==> src/rtl/rnb_pkg.sv <==
// ---------------------------------------------------------------------------
// rnb_pkg: shared types and constants for the RGB neighbour blur
// Beat layouts, window column type, configuration codes and the blur sum.
// ---------------------------------------------------------------------------
package rnb_pkg;

  localparam int FW_W       = 11;
  localparam int FH_W       = 16;
  localparam int CFG_DATA_W = 16;
  localparam int CFG_IDX_W  = 1;
  localparam int OUT_COL_W  = 10;
  localparam int OUT_ROW_W  = 16;
  localparam int QDEPTH     = 4;
  localparam int QPTR_W     = 2;
  localparam int QCNT_W     = 3;

  localparam logic [FW_W-1:0] FRAME_WIDTH_RST  = 11'd640;
  localparam logic [FH_W-1:0] FRAME_HEIGHT_RST = 16'd480;

  localparam logic [CFG_IDX_W-1:0] CFG_FRAME_WIDTH  = 1'b0;
  localparam logic [CFG_IDX_W-1:0] CFG_FRAME_HEIGHT = 1'b1;

  typedef struct packed {
    logic [7:0] in_red;
    logic [7:0] in_green;
    logic [7:0] in_blue;
  } pix_in_t;

  typedef struct packed {
    logic [OUT_COL_W-1:0] out_col;
    logic [OUT_ROW_W-1:0] out_row;
    logic [7:0]           out_red;
    logic [7:0]           out_green;
    logic [7:0]           out_blue;
    logic                 last_of_run;
  } result_t;

  typedef struct packed {
    logic [7:0] red;
    logic [7:0] green;
    logic [7:0] blue;
  } rgb_t;

  // one window column: top = row y-2, mid = row y-1, bot = row y
  typedef struct packed {
    rgb_t top;
    rgb_t mid;
    rgb_t bot;
  } col_t;

  // the two line stores at one column
  typedef struct packed {
    rgb_t two;
    rgb_t one;
  } line_pair_t;

  typedef struct packed {
    logic              room;
    logic [QCNT_W-1:0] count;
  } q_stat_t;

  function automatic logic [7:0] sh3(input logic [7:0] v);
    return {3'b000, v[7:3]};
  endfunction

  // eight neighbours, each divided by 8; the center (a.mid) is left out
  function automatic rgb_t blur_px(input col_t b, input col_t a, input col_t n);
    rgb_t o;
    o.red   = sh3(b.top.red) + sh3(b.mid.red) + sh3(b.bot.red) + sh3(a.top.red)
            + sh3(a.bot.red) + sh3(n.top.red) + sh3(n.mid.red) + sh3(n.bot.red);
    o.green = sh3(b.top.green) + sh3(b.mid.green) + sh3(b.bot.green)
            + sh3(a.top.green) + sh3(a.bot.green) + sh3(n.top.green)
            + sh3(n.mid.green) + sh3(n.bot.green);
    o.blue  = sh3(b.top.blue) + sh3(b.mid.blue) + sh3(b.bot.blue) + sh3(a.top.blue)
            + sh3(a.bot.blue) + sh3(n.top.blue) + sh3(n.mid.blue) + sh3(n.bot.blue);
    return o;
  endfunction

endpackage

==> src/rtl/rnb_out_queue.sv <==
// ---------------------------------------------------------------------------
// rnb_out_queue: result queue
// Takes up to two beats per cycle; delivers one per cycle unless stalled.
// ---------------------------------------------------------------------------
module rnb_out_queue
  import rnb_pkg::*;
(
  input  logic       clk,
  input  logic       rst,
  input  logic [1:0] push_n,
  input  result_t    beat0,
  input  result_t    beat1,
  output logic       q_valid,
  input  logic       q_stall,
  output result_t    q_head,
  output q_stat_t    stat
);

  result_t           mem [QDEPTH];
  logic [QPTR_W-1:0] wr_ptr;
  logic [QPTR_W-1:0] rd_ptr;
  logic [QCNT_W-1:0] count;
  logic              pop;

  assign q_valid = (count != '0);
  assign q_head  = mem[rd_ptr];
  assign pop     = q_valid && !q_stall;

  always_ff @(posedge clk) begin
    if (push_n != 2'd0) begin
      mem[wr_ptr] <= beat0;
    end
    if (push_n == 2'd2) begin
      mem[wr_ptr + QPTR_W'(1)] <= beat1;
    end
  end

  always_ff @(posedge clk) begin
    if (rst) begin
      wr_ptr <= '0;
      rd_ptr <= '0;
      count  <= '0;
    end else begin
      wr_ptr <= wr_ptr + QPTR_W'(push_n);
      rd_ptr <= rd_ptr + QPTR_W'(pop);
      count  <= count + QCNT_W'(push_n) - QCNT_W'(pop);
    end
  end

  // room for a full pair of beats
  assign stat.room  = (count <= QCNT_W'(QDEPTH - 2));
  assign stat.count = count;

endmodule

==> config.mk <==
export PLATFORM = sky130hd
export DESIGN_NAME = rnb_out_queue
export DESIGN_NICKNAME = d
export VERILOG_FILES = /design/src/rtl/rnb_pkg.sv /design/src/rtl/rnb_out_queue.sv
export SDC_FILE = /design/constraint.sdc
export NUM_CORES = 1
export LEC_CHECK = 0
export BUFFER_PORTS_ARGS = -buffer_cell sky130_fd_sc_hd__buf_2
export CORE_MARGIN = 2
export CORE_UTILIZATION = 52
export DETAILED_ROUTE_END_ITERATION = 8
export GPL_ROUTABILITY_DRIVEN = 0
export GPL_TIMING_DRIVEN = 0
export HOLD_SLACK_MARGIN = 0.05
export PLACE_DENSITY_LB_ADDON = 0.3
export SYNTH_ARGS = -nofsm -noshare
export SYNTH_HDL_FRONTEND = slang
export SYNTH_SLANG_ARGS = --single-unit
==> constraint.sdc <==
create_clock -name clk -period 4.5 [get_ports clk]
set_clock_uncertainty 0.05 [all_clocks]
set_input_delay 0.225 -clock clk [delete_from_list [all_inputs] [get_ports clk]]
set_output_delay 0.225 -clock clk [all_outputs]
set_load 0.1 [all_outputs]
# After elaboration in Yosys (flattened, before gate mapping)
# Memories as Yosys holds them, arrays and structs flattened. A register that Yosys moved wholly into a read port is not among the register bits.
# Index checks and enable logic that the tools add are counted.
dict set report totals {
  ramBits 204
  regBits 7
  wordCells 20
  n_memories 1
}
# name words word_bits rd rd_ports_with_merged_regs write_ports line
set memory_table {}
lappend memory_table {mem 4 51 1 1 2 rnb_out_queue.sv:19} ;# result_t mem [QDEPTH];
dict set report op_classes {
  muxes 5
  reduce_logical 4
  addsub 5
  order_cmp 1
  eq_ne 1
}
# op count
set op_table {}
lappend op_table {{$mux 1} 4}
lappend op_table {{$add 3x2->3} 1}
lappend op_table {{$le 3x2->1 const B} 1}
lappend op_table {{$reduce_bool 3->1} 1}
lappend op_table {{$sub 3x1->3} 1}
lappend op_table {{$add 2x1->2} 1}
lappend op_table {{$add 2x1->2 const B} 1}
lappend op_table {{$add 2x2->2} 1}
lappend op_table {{$eq 2x2->1 const B} 1}
lappend op_table {{$mux 2} 1}
lappend op_table {{$reduce_bool 2->1} 1}
lappend op_table {{$logic_and 1x1->1} 1}
lappend op_table {{$logic_not 1->1} 1}

# Longest topological paths before layout
dict set report depth {
  depth_word 4
  depth_mapped 9
  mapped_depth_nobuf 9
}

# Worst setup path after synthesis
# Ideal clock, no wire load.
dict set report synth_timing {
  path_type {flip-flop to flip-flop}
  startpoint {register wr_ptr[0]}
  endpoint {memory mem[0][0] (netlist name), enable pin}
  path_stages_with_launch 3
  path_buffers 1
  arrival_ps 4282
  slack_ps -368
  synth_period_minus_slack_ps 4868
  cell_sequence {dfxtp_1 -> buf_2 -> o31ai_1}
}
# element line
set synth_lines {}
lappend synth_lines {{start, declared} rnb_out_queue.sv:20} ;# logic [QPTR_W-1:0] wr_ptr;
lappend synth_lines {{start signal, assigned} rnb_out_queue.sv:44} ;# wr_ptr <= wr_ptr + QPTR_W'(push_n);
lappend synth_lines {{end, declared} rnb_out_queue.sv:19}

==> metrics.md <==
| Metric | Value |
|---|---|
| Status | complete, no violations |
| Number of remaining DRC errors | 0 |
| CTS sink cnt | 211 |
| Final ANT Viol Nets | 0 |
| Most numerous cell in the Yosys netlist | edfxtp_1 |
| Mapped cell area | roughly 10000 um^2 |
| Boundary Pins | between 150 and 200 |
| Fin. Hold Viols | 0 |
| Syn Inst Count | 542 |
| Top FF cell, synth | edfxtp_1 |
| Top post-synthesis cells by area | edfxtp_1, mux2_2, mux4_2 |
| Fillers | 1269 |
| CP dominant cell by count | clkbuf_1 |
| Startpoint Class | register |
| Via count | 6416 |
| Commonest cells post-synth | edfxtp_1, mux2_2, mux4_2, mux2_4, mux2_1 |
| Nets | 1002 |
| Clock buffer depth | 3 |
| TritonCTS clock tree | yes |
| Layout cells sized above 1 | around half |
| Pre-antenna DRT Iters | 4 |
| Static leakage | 5.17 nW |
| Busiest grt layer | met2 |
| Chip Width | between 100 and 150 um |
| Seq/Total Area, Yosys | 59.9% |
| Max capacitance violation total | 0 |
| Rows | between 50 and 60 |
| Max incr delay on CP | roughly 0.6 ns |
| Arrival time worst endpoint | 2.58 ns |
| First-pass GRT wire length | roughly 38000 um |
| Worst-path clk slew | roughly 0.060 ns |
| Post-layout minimum cycle time | 2.85 ns |
| YS warnings | 0 |
| Later-pin clock latency in the skew report | 0.49 ns |
| Worst Max-Slew Pin Slew | 0.810 ns |
| Initial DRC count | 372 |
| Core outline area | 19600 um^2 |
| Met3 Resource Use GR | slightly below 4% |
| Largest net degree at the start of global routing | 52 |
| Crit. End Element | output pin |
| Netlist cell types | 28 |
| Finished Core Util | 71.5% |
| CP required | 4.22 ns |
| Initial Utilization | a little over half |
| Vias per cell | 5.48 |
| Crit-path cells | clkbuf_1, clkbuf_1, mux4_2, buf_2 |
| Post-route clock period utilization | 63.4% |
| Antenna cell count | 0 |
| Pwr dens | roughly 470 nW/um^2 |
| Total track usage | 23.1% |
| Maximum clock frequency | 0.350 GHz |
| Critical path type | register to output pin |
| Critical path's slowest cell | clkbuf_1 |
| Final WS setup | 1.65 ns |
| Fraction of registers with async set/reset | 0% |
| CP max FO | 10 |
| Grt total ovfl | 0 |
| Cell taking the most area after synthesis | edfxtp_1 |
| Die area | 21300 um^2 |
| Hold_ws | 0.122 ns |
| Clk root buf | clkbuf_16 |
| Setup violators final | 0 |
| Met1 Use GR | a little over a quarter |
| Antenna violations before repair | 1 |
| Post-cts sizing count | 0 |
| Die height | 146 um |
| WL/cell | between 20 and 25 um |
| Top-area cell type share of the netlist area | 58.5% |
| Post-DP HPWL | 15000 um |
| Syn-to-layout area delta | 33.8% |
| Vias in the first global route | 7213 |
| Number of flops mapped to enable cells by yosys | 204 |
| Place WS | 2.13 ns |
| Max Slew Vio Count | 0 |
| RSZ-0062 raised after global routing | no |
| Register bit total from synthesis | 211 |
| Drt total wl | 24800 um |
| Slew headroom | 46.0% |
| Hold Path Class | primary input to register |
| Global routing usage on met2 | a little over two fifths |
| Net Count, Synth | 653 |
| Total CTS buffers | 22 |
| Avg Inst Size Synth | 19.3 um^2 |
| Port Buffers | 162 |
| Max IR drop VDD | 0.000302 V |
| H-tree depth | 1 |
[area by class of cell]
| cell class | count | area [um^2] | share of cell area (%) |
|---|---|---|---|
| clock buffer | 32 | 609 | 4.35 |
| buffer | 36 | 279 | 1.99 |
| timing repair buffer | 325 | 2510 | 17.9 |
| multi-input combinational | 291 | 3940 | 28.1 |
| clock inverter | 7 | 55.1 | 0.393 |
| tap | 265 | 332 | 2.37 |
| sequential | 211 | 6270 | 44.7 |
| inverter | 4 | 15.0 | 0.107 |
[state kept, by name, summed over array words and instances, names as in the netlist]
signal  flops
count       3
mem       204
rd_ptr      2
wr_ptr      2
[power breakdown]
group | internal (mW) | switching, mW | total (mW)
registers | 2.40 | 0.0521 | 2.45
clock network | 0.993 | 0.702 | 1.70
logic | 0.718 | 1.78 | 2.50
total | 4.11 | 2.54 | 6.65
[what timing repair did]
| action | CTS | global route |
|---|---|---|
| hold buffers | 155 | 0 |
| buffers inserted | 0 | 0 |
| endpoints found under the hold margin | 211 | 0 |
[worst max-delay path: cells and delay by family, from the launching register on]
| family | cells | cell delay (ns) |
|---|---|---|
| flops | 1 | 0.30 |
| buf+inv | 3 | 1.41 |
| mux | 1 | 0.37 |
[metal layers]
| metal | vias to the layer above | part of all wire (%) |
|---|---|---|
| met1 | 3260 | 38 |
| met5 | - | 0.053 |
| li1 | 2916 | - |
| met2 | 206 | 54 |
| met4 | 2 | 1.4 |
| met3 | 32 | 6.0 |
[placed cells by master (no fill, tap or decap), types with 7 or more instances in the layout]
| cell type | netlist | final |
|---|---|---|
| dfxtp_1 | 7 | 7 |
| mux4_2 | 51 | 51 |
| clkbuf_1 | 5 | 14 |
| mux2_1 | 34 | 34 |
| mux2_2 | 120 | 120 |
| clkbuf_16 | 0 | 23 |
| dlygate4sd3_1 | 0 | 155 |
| mux2_4 | 50 | 50 |
| edfxtp_1 | 204 | 204 |
| buf_6 | 16 | 16 |
| buf_2 | 13 | 175 |
[worst paths after layout]
| check | start | cells past startpoint | slack (ns) | end |
|---|---|---|---|---|
| worst max register to register | wr_ptr[0] | 5 | 1.90 | mem[1][16] |
| worst min register to register | count[2] | 2 | 0.53 | count[2] |
| worst max-delay path | rd_ptr[1] | 4 | 1.65 | q_head[45] |
| worst min-delay path | push_n[1] | 4 | 0.12 | wr_ptr[1] |
[kinds of logic (layout without fill, tap and decap cells)]
| group | Yosys count | after routing | share of synthesized area [%] |
|---|---|---|---|
| XOR/XNOR | 4 | 4 | 0.335 |
| AND/OR/NAND/NOR | 19 | 19 | 1.22 |
| flip-flops | 211 | 211 | 59.9 |
| AO/OA/AOI/OAI | 9 | 9 | 0.502 |
| multiplexers | 255 | 255 | 34.7 |
| buffers and inverters | 40 | 404 | 2.81 |
| adder cells (fa/ha/maj) | 4 | 4 | 0.550 |
[metrics by stage]
step	total power, mW	setup TNS [ns]	area [um^2]	cells
detailed placement	4.87	0	11800	977
global placement	4.82	-135.91	11600	969
global route	6.86	0	14000	1171
finish	6.65	0	14000	1171
floorplan	4.41	0	10500	542
CTS	6.68	0	14000	1171
No activity file was read; power rests on OpenSTA's default activity.
