## src/rtl/rnb_pkg.sv

```systemverilog
// ---------------------------------------------------------------------------
// rnb_pkg: shared types and constants for the RGB neighbour blur
// Beat layouts, window column type, configuration codes and the blur sum.
// ---------------------------------------------------------------------------
package rnb_pkg;

  localparam int FW_W       = 11;
  localparam int FH_W       = 16;
  localparam int CFG_DATA_W = 16;
  localparam int CFG_IDX_W  = 1;
  localparam int OUT_COL_W  = 10;
  localparam int OUT_ROW_W  = 16;
  localparam int QDEPTH     = 4;
  localparam int QPTR_W     = 2;
  localparam int QCNT_W     = 3;

  localparam logic [FW_W-1:0] FRAME_WIDTH_RST  = 11'd640;
  localparam logic [FH_W-1:0] FRAME_HEIGHT_RST = 16'd480;

  localparam logic [CFG_IDX_W-1:0] CFG_FRAME_WIDTH  = 1'b0;
  localparam logic [CFG_IDX_W-1:0] CFG_FRAME_HEIGHT = 1'b1;

  typedef struct packed {
    logic [7:0] in_red;
    logic [7:0] in_green;
    logic [7:0] in_blue;
  } pix_in_t;

  typedef struct packed {
    logic [OUT_COL_W-1:0] out_col;
    logic [OUT_ROW_W-1:0] out_row;
    logic [7:0]           out_red;
    logic [7:0]           out_green;
    logic [7:0]           out_blue;
    logic                 last_of_run;
  } result_t;

  typedef struct packed {
    logic [7:0] red;
    logic [7:0] green;
    logic [7:0] blue;
  } rgb_t;

  // one window column: top = row y-2, mid = row y-1, bot = row y
  typedef struct packed {
    rgb_t top;
    rgb_t mid;
    rgb_t bot;
  } col_t;

  // the two line stores at one column
  typedef struct packed {
    rgb_t two;
    rgb_t one;
  } line_pair_t;

  typedef struct packed {
    logic              room;
    logic [QCNT_W-1:0] count;
  } q_stat_t;

  function automatic logic [7:0] sh3(input logic [7:0] v);
    return {3'b000, v[7:3]};
  endfunction

  // eight neighbours, each divided by 8; the center (a.mid) is left out
  function automatic rgb_t blur_px(input col_t b, input col_t a, input col_t n);
    rgb_t o;
    o.red   = sh3(b.top.red) + sh3(b.mid.red) + sh3(b.bot.red) + sh3(a.top.red)
            + sh3(a.bot.red) + sh3(n.top.red) + sh3(n.mid.red) + sh3(n.bot.red);
    o.green = sh3(b.top.green) + sh3(b.mid.green) + sh3(b.bot.green)
            + sh3(a.top.green) + sh3(a.bot.green) + sh3(n.top.green)
            + sh3(n.mid.green) + sh3(n.bot.green);
    o.blue  = sh3(b.top.blue) + sh3(b.mid.blue) + sh3(b.bot.blue) + sh3(a.top.blue)
            + sh3(a.bot.blue) + sh3(n.top.blue) + sh3(n.mid.blue) + sh3(n.bot.blue);
    return o;
  endfunction

endpackage

```

## src/rtl/rnb_cell.sv

```systemverilog
// ---------------------------------------------------------------------------
// rnb_cell: one column of the 3x3 window
// Holds three pixels and takes the column of its right neighbor on shift.
// ---------------------------------------------------------------------------
module rnb_cell
  import rnb_pkg::*;
(
  input  logic clk,
  input  logic rst,
  input  logic shift,
  input  col_t col_in,
  output col_t col_out
);

  col_t col;

  always_ff @(posedge clk) begin
    if (rst) begin
      col <= '0;
    end else if (shift) begin
      col <= col_in;
    end
  end

  assign col_out = col;

endmodule

```

## config.mk

```make
export PLATFORM = sky130hd
export DESIGN_NAME = rnb_cell
export DESIGN_NICKNAME = d
export VERILOG_FILES = /design/src/rtl/rnb_pkg.sv /design/src/rtl/rnb_cell.sv
export SDC_FILE = /design/constraint.sdc
export NUM_CORES = 1
export LEC_CHECK = 0
export BUFFER_PORTS_ARGS = -buffer_cell sky130_fd_sc_hd__clkbuf_2
export CAP_MARGIN = 20
export CORE_UTILIZATION = 47
export CTS_CLUSTER_DIAMETER = 100
export DETAILED_ROUTE_END_ITERATION = 10
export GPL_TIMING_DRIVEN = 0
export PLACE_DENSITY_LB_ADDON = 0.15
export SYNTH_ARGS = -nofsm -noshare
export SYNTH_HDL_FRONTEND = slang
export SYNTH_SLANG_ARGS = --single-unit
export TNS_END_PERCENT = 100
```

## constraint.sdc

```tcl
create_clock -name clk -period 1 [get_ports clk]
set_input_delay 0.05 -clock clk [delete_from_list [all_inputs] [get_ports clk]]
set_output_delay 0.05 -clock clk [all_outputs]
set_load 0.1 [all_outputs]
```

Yosys cells after proc, flatten, opt, wreduce, memory -nomap -nowiden
Index checks and enable logic that the tools add are counted.

Output and inout bits: 72. Bits of input ports: 75. Register bits after elaboration: 72.

Logic depth before layout (Yosys ltp)
Gate-level depths: netlist of run 1.

Depth after elaboration: 0. Gate-level depth with buffers: 4. Depth with buffers taken out: 2.

Least setup slack after synthesis of run 1
OpenSTA, ideal clock, no wires.

Kind: register -> register. Start: register, netlist name col_out[0]. End: register col, in the netlist col_out[0]. Arrival time: 1.173 ns. Setup slack: -0.240 ns. Library setup time: 0.067 ns. Cell stages (with the launch flop): 3. Cell sequence: dfxtp_1 mux2i_1 nor2_1.

RTL lines: end signal, assigned (line rnb_cell.sv:21) `col <= col_in;`; end, declared (line rnb_cell.sv:15) `col_t col;`.

Worst setup path after layout of run 1
Start: register col, in the netlist col_out[69]. End: output col_out[69] (netlist bit).

RTL lines: end, declared (line rnb_cell.sv:12) `output col_t col_out`.

No word-level cell between the ends.

==> flow_summary.ini, run 1 <==
[drt]
dr_total_vias = 3024
antenna_left = 0
drtPass1Iterations = 5
avgRoutedWirePerCell_um = 24.56
drt-initial-drc-count = 236
drc = 0
via_per_inst = 5.663
wirelength_um = 13120

[floorplanning]
io_pins = 147
core_um2 = 5205
initial_core_util_pct = 49.57
die_area_um2 = 5790
die_y_um = 76.09
num_rows = 26
die_w_um = 76.09

[critical_path]
slowest_stage = dfxtp_2
startpoint_type = flip-flop
cp_cell_sequence = clkbuf_8
crit_arrival_ns = 0.98
r2r_end = col_out[69]
rr_worst_depth = 2
crit_fanout = 2
cp_num_buf_inv = 1
r2r_slack_ns = 0.18
path_delay_family = flip-flops
cp_slowest_stage_delay_ns = 0.37
r2r_start = col_out[69]
end_kind = output port
critical_path_class = reg -> out
required_ns = 0.95

[sta]
worst-slew-pin-transition_ns = 0.5247
min_period_over_period_pct = 102.8
finalSetupViolations = 7
clock.fmax_mhz = 972.4
slew_headroom_pct = 65.02
drv_slew = 0
hold_violations = 0
fin_skew_ns = 0
timing.hold.ws_ns = 0.07225
worst_slack_ns = -0.02834
min_period_ns = 1.028

[placed_design]
place_congestion = 0.7508
place_area_um2 = 3478
dpl.hpwl_um = 4169
place_ws_ns = 0.08402
io_buffers = 144

[outcome]
outcome = finished, violations left
violations = negative setup slack

[logic_synthesis]
synth_top_area_share_pct = 55.87
ys.flop_type = dfxtp_1
async_flop_share_pct = 0
synth_fp_nets = 307
synth_edf_count = 0
synth_seq_cells = 72
yosysTopAreaCell = dfxtp_1
synthCells = 232
synth-seq-area-share_pct = 55.87
yosys-top-cells-count = dfxtp_1 (72), mux2i_1 (72), nor2_1 (72)
ys_top_cells_by_area = dfxtp_1 (56%), mux2i_1 (28%), nor2_1 (10%)
ys_types = 8
syn-mean-instance-area_um2 = 11.12
netlist_area_um2 = 2580
ys_warn_count = 0

[hold_path]
min_path_type = in -> reg
hold_start = rst
min_to = col_out[7]
whs_path_depth = 2

[cts]
h-tree-depth = 3
clockBufferDepth = 2
clock_sinks = 72
cts_root_buffer = clkbuf_8
clkTransAtPathRegs_ns = 0.09
post-cts-setup-buffer-count = 0
clock_latency_ns = 0.35
cts_tree = done
cts_buffers = 9

[flow_run]
maxCapViolations = 0

[cells_and_area]
largest_reg_flops = 72
final_area_um2 = 5051
fin_util_pct = 97.04
areaGrowthSynthToFinish_pct = 95.78
finalNetCount = 533
drive_gt1_share_pct = 51.62

[grt]
grt_pass1_vias = 3149
grt_pass1_wl_um = 17090
grt_max_degree = 12
antenna_found_initial = 0
grtUsageTotal_pct = 39.24
grt_overflow = 0

[pwr]
p_per_area_nw_per_um2 = 1667
peakVddDrop_v = 0.001235
p_leak_nw = 2.454
==> layer usage <==
metal | GRT usage, % | wire length (µm) | up-vias
met1 | 41.03 | 4561 | 1450
met3 | 11.62 | 1072 | 86
li1 | - | - | 1218
met2 | 69.36 | 6502 | 270
met4 | 23.65 | 978 | 0
met5 | 0 | 0 | -
==> how the worst max path moves through the flow <==
stage                     slack [ns]         from  cells after the start          end
after floorplan                 0.08   col_out[0]                      2   col_out[0]
after global placement          0.12          rst                      3  col_out[34]
after detailed placement        0.08          rst                      3  col_out[52]
after CTS                       0.03   col_out[2]                      1   col_out[2]
after global routing           -0.03  col_out[71]                      1  col_out[71]
final                          -0.03  col_out[69]                      1  col_out[69]
==> final cells by class <==
type	count	area, µm²
clock inverter	3	40.04
fill	85	153.9
clock buffer	13	158.9
tap	70	87.58
sequential	72	1531
multi-input combinational	144	991.0
antenna	1	2.502
timing repair buffer	215	2092
buffer	16	147.6
==> repair_timing <==
item                                    in CTS  in global routing
hold buffers                                71                  0
cloned                                       0                  0
pin swaps                                    0                  0
endpoints found under the setup margin      72                 20
resized for setup                          144                 21
endpoints found under the hold margin       71                  0
==> report_power, final <==
part | switching, W | leakage (nW) | internal (W)
logic | 0.00180 | 1.73 | 0.000892
clock network | 0.00121 | 0.103 | 0.00129
registers | 0.000162 | 0.620 | 0.00307
==> cells by family after synthesis <==
| family | count (synthesis) | synth area share (%) |
|---|---|---|
| multiplexers | 72 | 27.93 |
| flip-flops | 72 | 55.87 |
| AND/OR/NAND/NOR | 72 | 10.48 |
| buffers and inverters | 16 | 5.723 |
==> per-stage QoR <==
stage	setup TNS [ns]	total power (W)	cells
finish	-0.08353	0.008422	534
global route	-0.1743	0.008580	533
CTS	0	0.008003	533
detailed placement	0	0.005208	446
global placement	0	0.005182	446
floorplan	0	0.004844	232
==> cells in the final DEF, fill, tap and decap left out <==
| cell | instances |
|---|---|
| dfxtp_2 | 72 |
| diode_2 | 1 |
| buf_1 | 5 |
| buf_6 | 1 |
| clkbuf_2 | 73 |
| buf_12 | 1 |
| dlygate4sd3_1 | 71 |
| bufinv_16 | 1 |
| nor2_1 | 72 |
| clkbuf_1 | 4 |
| mux2i_1 | 72 |
| buf_8 | 26 |
| clkbuf_8 | 63 |
| clkinv_2 | 2 |
Note: power is estimated with default switching activity, not from simulation.
==> run 2, diff against run 1 <==
--- a/config.mk
+++ b/config.mk
@@ -7,11 +7,14 @@
 export LEC_CHECK = 0
 export BUFFER_PORTS_ARGS = -buffer_cell sky130_fd_sc_hd__clkbuf_2
 export CAP_MARGIN = 20
-export CORE_UTILIZATION = 47
+export CELL_PAD_IN_SITES_DETAIL_PLACEMENT = 1
+export CELL_PAD_IN_SITES_GLOBAL_PLACEMENT = 1
+export CORE_UTILIZATION = 34
 export CTS_CLUSTER_DIAMETER = 100
 export DETAILED_ROUTE_END_ITERATION = 10
 export GPL_TIMING_DRIVEN = 0
 export PLACE_DENSITY_LB_ADDON = 0.15
+export RECOVER_POWER = 50
 export SYNTH_ARGS = -nofsm -noshare
 export SYNTH_HDL_FRONTEND = slang
 export SYNTH_SLANG_ARGS = --single-unit
==> flow_summary.ini, run 2 (synthesized netlist as in run 1, its figures left out) <==
[grt]
grtUsageTotal_pct = 27.38
grt_max_degree = 11
grt_overflow = 0
grt_pass1_wl_um = 15510
antenna_found_initial = 2
grt_pass1_vias = 2934

[cts]
cts_buffers = 9
cts_tree = done
clockBufferDepth = 2
cts_root_buffer = clkbuf_8
post-cts-setup-buffer-count = 0
clock_sinks = 72
clock_latency_ns = 0.34
clkTransAtPathRegs_ns = 0.08
h-tree-depth = 3

[placed_design]
dpl.hpwl_um = 5012
placed_cells = 475
io_buffers = 144
place_congestion = 0.7659

[cells_and_area]
layout_common_cells = mux2i_1 (72), nor2_1 (72), dfxtp_2 (72)
drive_gt1_share_pct = 50.00
areaGrowthSynthToFinish_pct = 95.97
finalNetCount = 533
largest_reg_flops = 72
fin_cells = 563

[floorplanning]
die_w_um = 89.11
io_pins = 147
num_rows = 31
initial_core_util_pct = 35.38
core_um2 = 7292
die_area_um2 = 7941
die_y_um = 89.11

[drt]
avgRoutedWirePerCell_um = 21.48
drc = 0
antenna_left = 0
drtPass1Iterations = 4
dr_total_vias = 2621
drt-initial-drc-count = 68
via_per_inst = 4.655
wirelength_um = 12090

[critical_path]
critical_path_class = reg -> out
rr_worst_depth = 2
end_kind = output port
r2r_slack_ns = 0.14
cp_num_cells = 1
cp_cell_sequence = clkbuf_8
crit_arrival_ns = 0.95
startpoint_type = flip-flop
crit_fanout = 2
startpoint = col_out[24]
cp_slowest_stage_delay_ns = 0.35
required_ns = 0.95
r2r_end = col_out[2]
cp_num_buf_inv = 1
slowest_stage = dfxtp_2
r2r_start = col_out[2]
setup.worst_path.end = col_out[24]
path_delay_family = flip-flops

[pwr]
swShare_pct = 37.54
p_per_area_nw_per_um2 = 1583
p_clk_share_pct = 26.9
p_int_w = 0.005001
peakVddDrop_v = 0.0008342
pwr-share-comb_pct = 32.8
p_leak_nw = 2.421
pwr-share-seq_pct = 40.3
power.switching_w = 0.003005

[sta]
hold_violations = 0
finalSetupViolations = 0
finalSetupTns_ns = 0
min_period_over_period_pct = 99.71
clock.fmax_mhz = 1003
slew_headroom_pct = 63.46
drv_slew = 0
min_period_ns = 0.9971
worst-slew-pin-transition_ns = 0.5480
fin_skew_ns = 0

[outcome]
outcome = finished, final reports clean

[flow_run]
maxCapViolations = 0

[hold_path]
min_path_type = in -> reg
[run 2: timing repair]
action / in CTS / in global routing
setup endpoints to repair: 72 / 24
pin swaps: 0 / 0
endpoints found under the hold margin: 71 / 0
resized for setup: 144 / 25
hold buffers: 71 / 0
[run 2: power groups by stage]
stage	sequential [W]	combinational, W	clock, W
6_report	0.00323	0.00263	0.00215
5_1_grt	0.00324	0.00270	0.00230
4_1_cts	0.00319	0.00250	0.00208
3_5_place_dp	0.00323	0.00201	0
3_3_place_gp	0.00321	0.00198	0
2_1_floorplan	0.00446	0.000380	0
[run 2: stage by stage]
step	area (µm²)	hold WS, ns	utilization (%)	total power (W)	setup slack (ns)
after floorplan	2670	0.1971	-	0.004844	0.07822
after global placement	3515	0.2821	48.20	0.005193	0.09216
after detailed placement	3515	0.2941	48.20	0.005233	0.05088
after CTS	5022	0.01228	68.87	0.007765	0.005807
after global routing	5056	0.03976	69.34	0.008240	-0.02603
final	5056	0.03699	69.34	0.008006	0.002890
[run 2: cell type report]
class / instances / area [µm²]
Fill cell: 736 / 2236
Timing Repair Buffer: 215 / 2091
Sequential cell: 72 / 1531
Multi-Input combinational cell: 144 / 991.0
Clock buffer: 15 / 166.4
Buffer: 16 / 147.6
Tap cell: 99 / 123.9
Antenna cell: 2 / 5.005
[run 2: metal layers]
metal | global-route usage, % | vias up | routed length [µm]
li1 | - | 1218 | -
met1 | 24.30 | 1275 | 4066
met2 | 56.35 | 108 | 7132
met3 | 6.741 | 20 | 610
met4 | 13.28 | 0 | 283
met5 | 0 | - | 0
[run 2: how the worst min path moves through the flow]
stage	to	slack [ns]	startpoint	cells past startpoint
floorplan	col_out[0]	0.20	col_in[0]	2
global placement	col_out[29]	0.28	col_in[29]	3
detailed placement	col_out[14]	0.29	col_in[14]	3
CTS	col_out[10]	0.01	col_in[10]	3
global route	col_out[7]	0.04	rst	2
finish	col_out[69]	0.04	rst	2
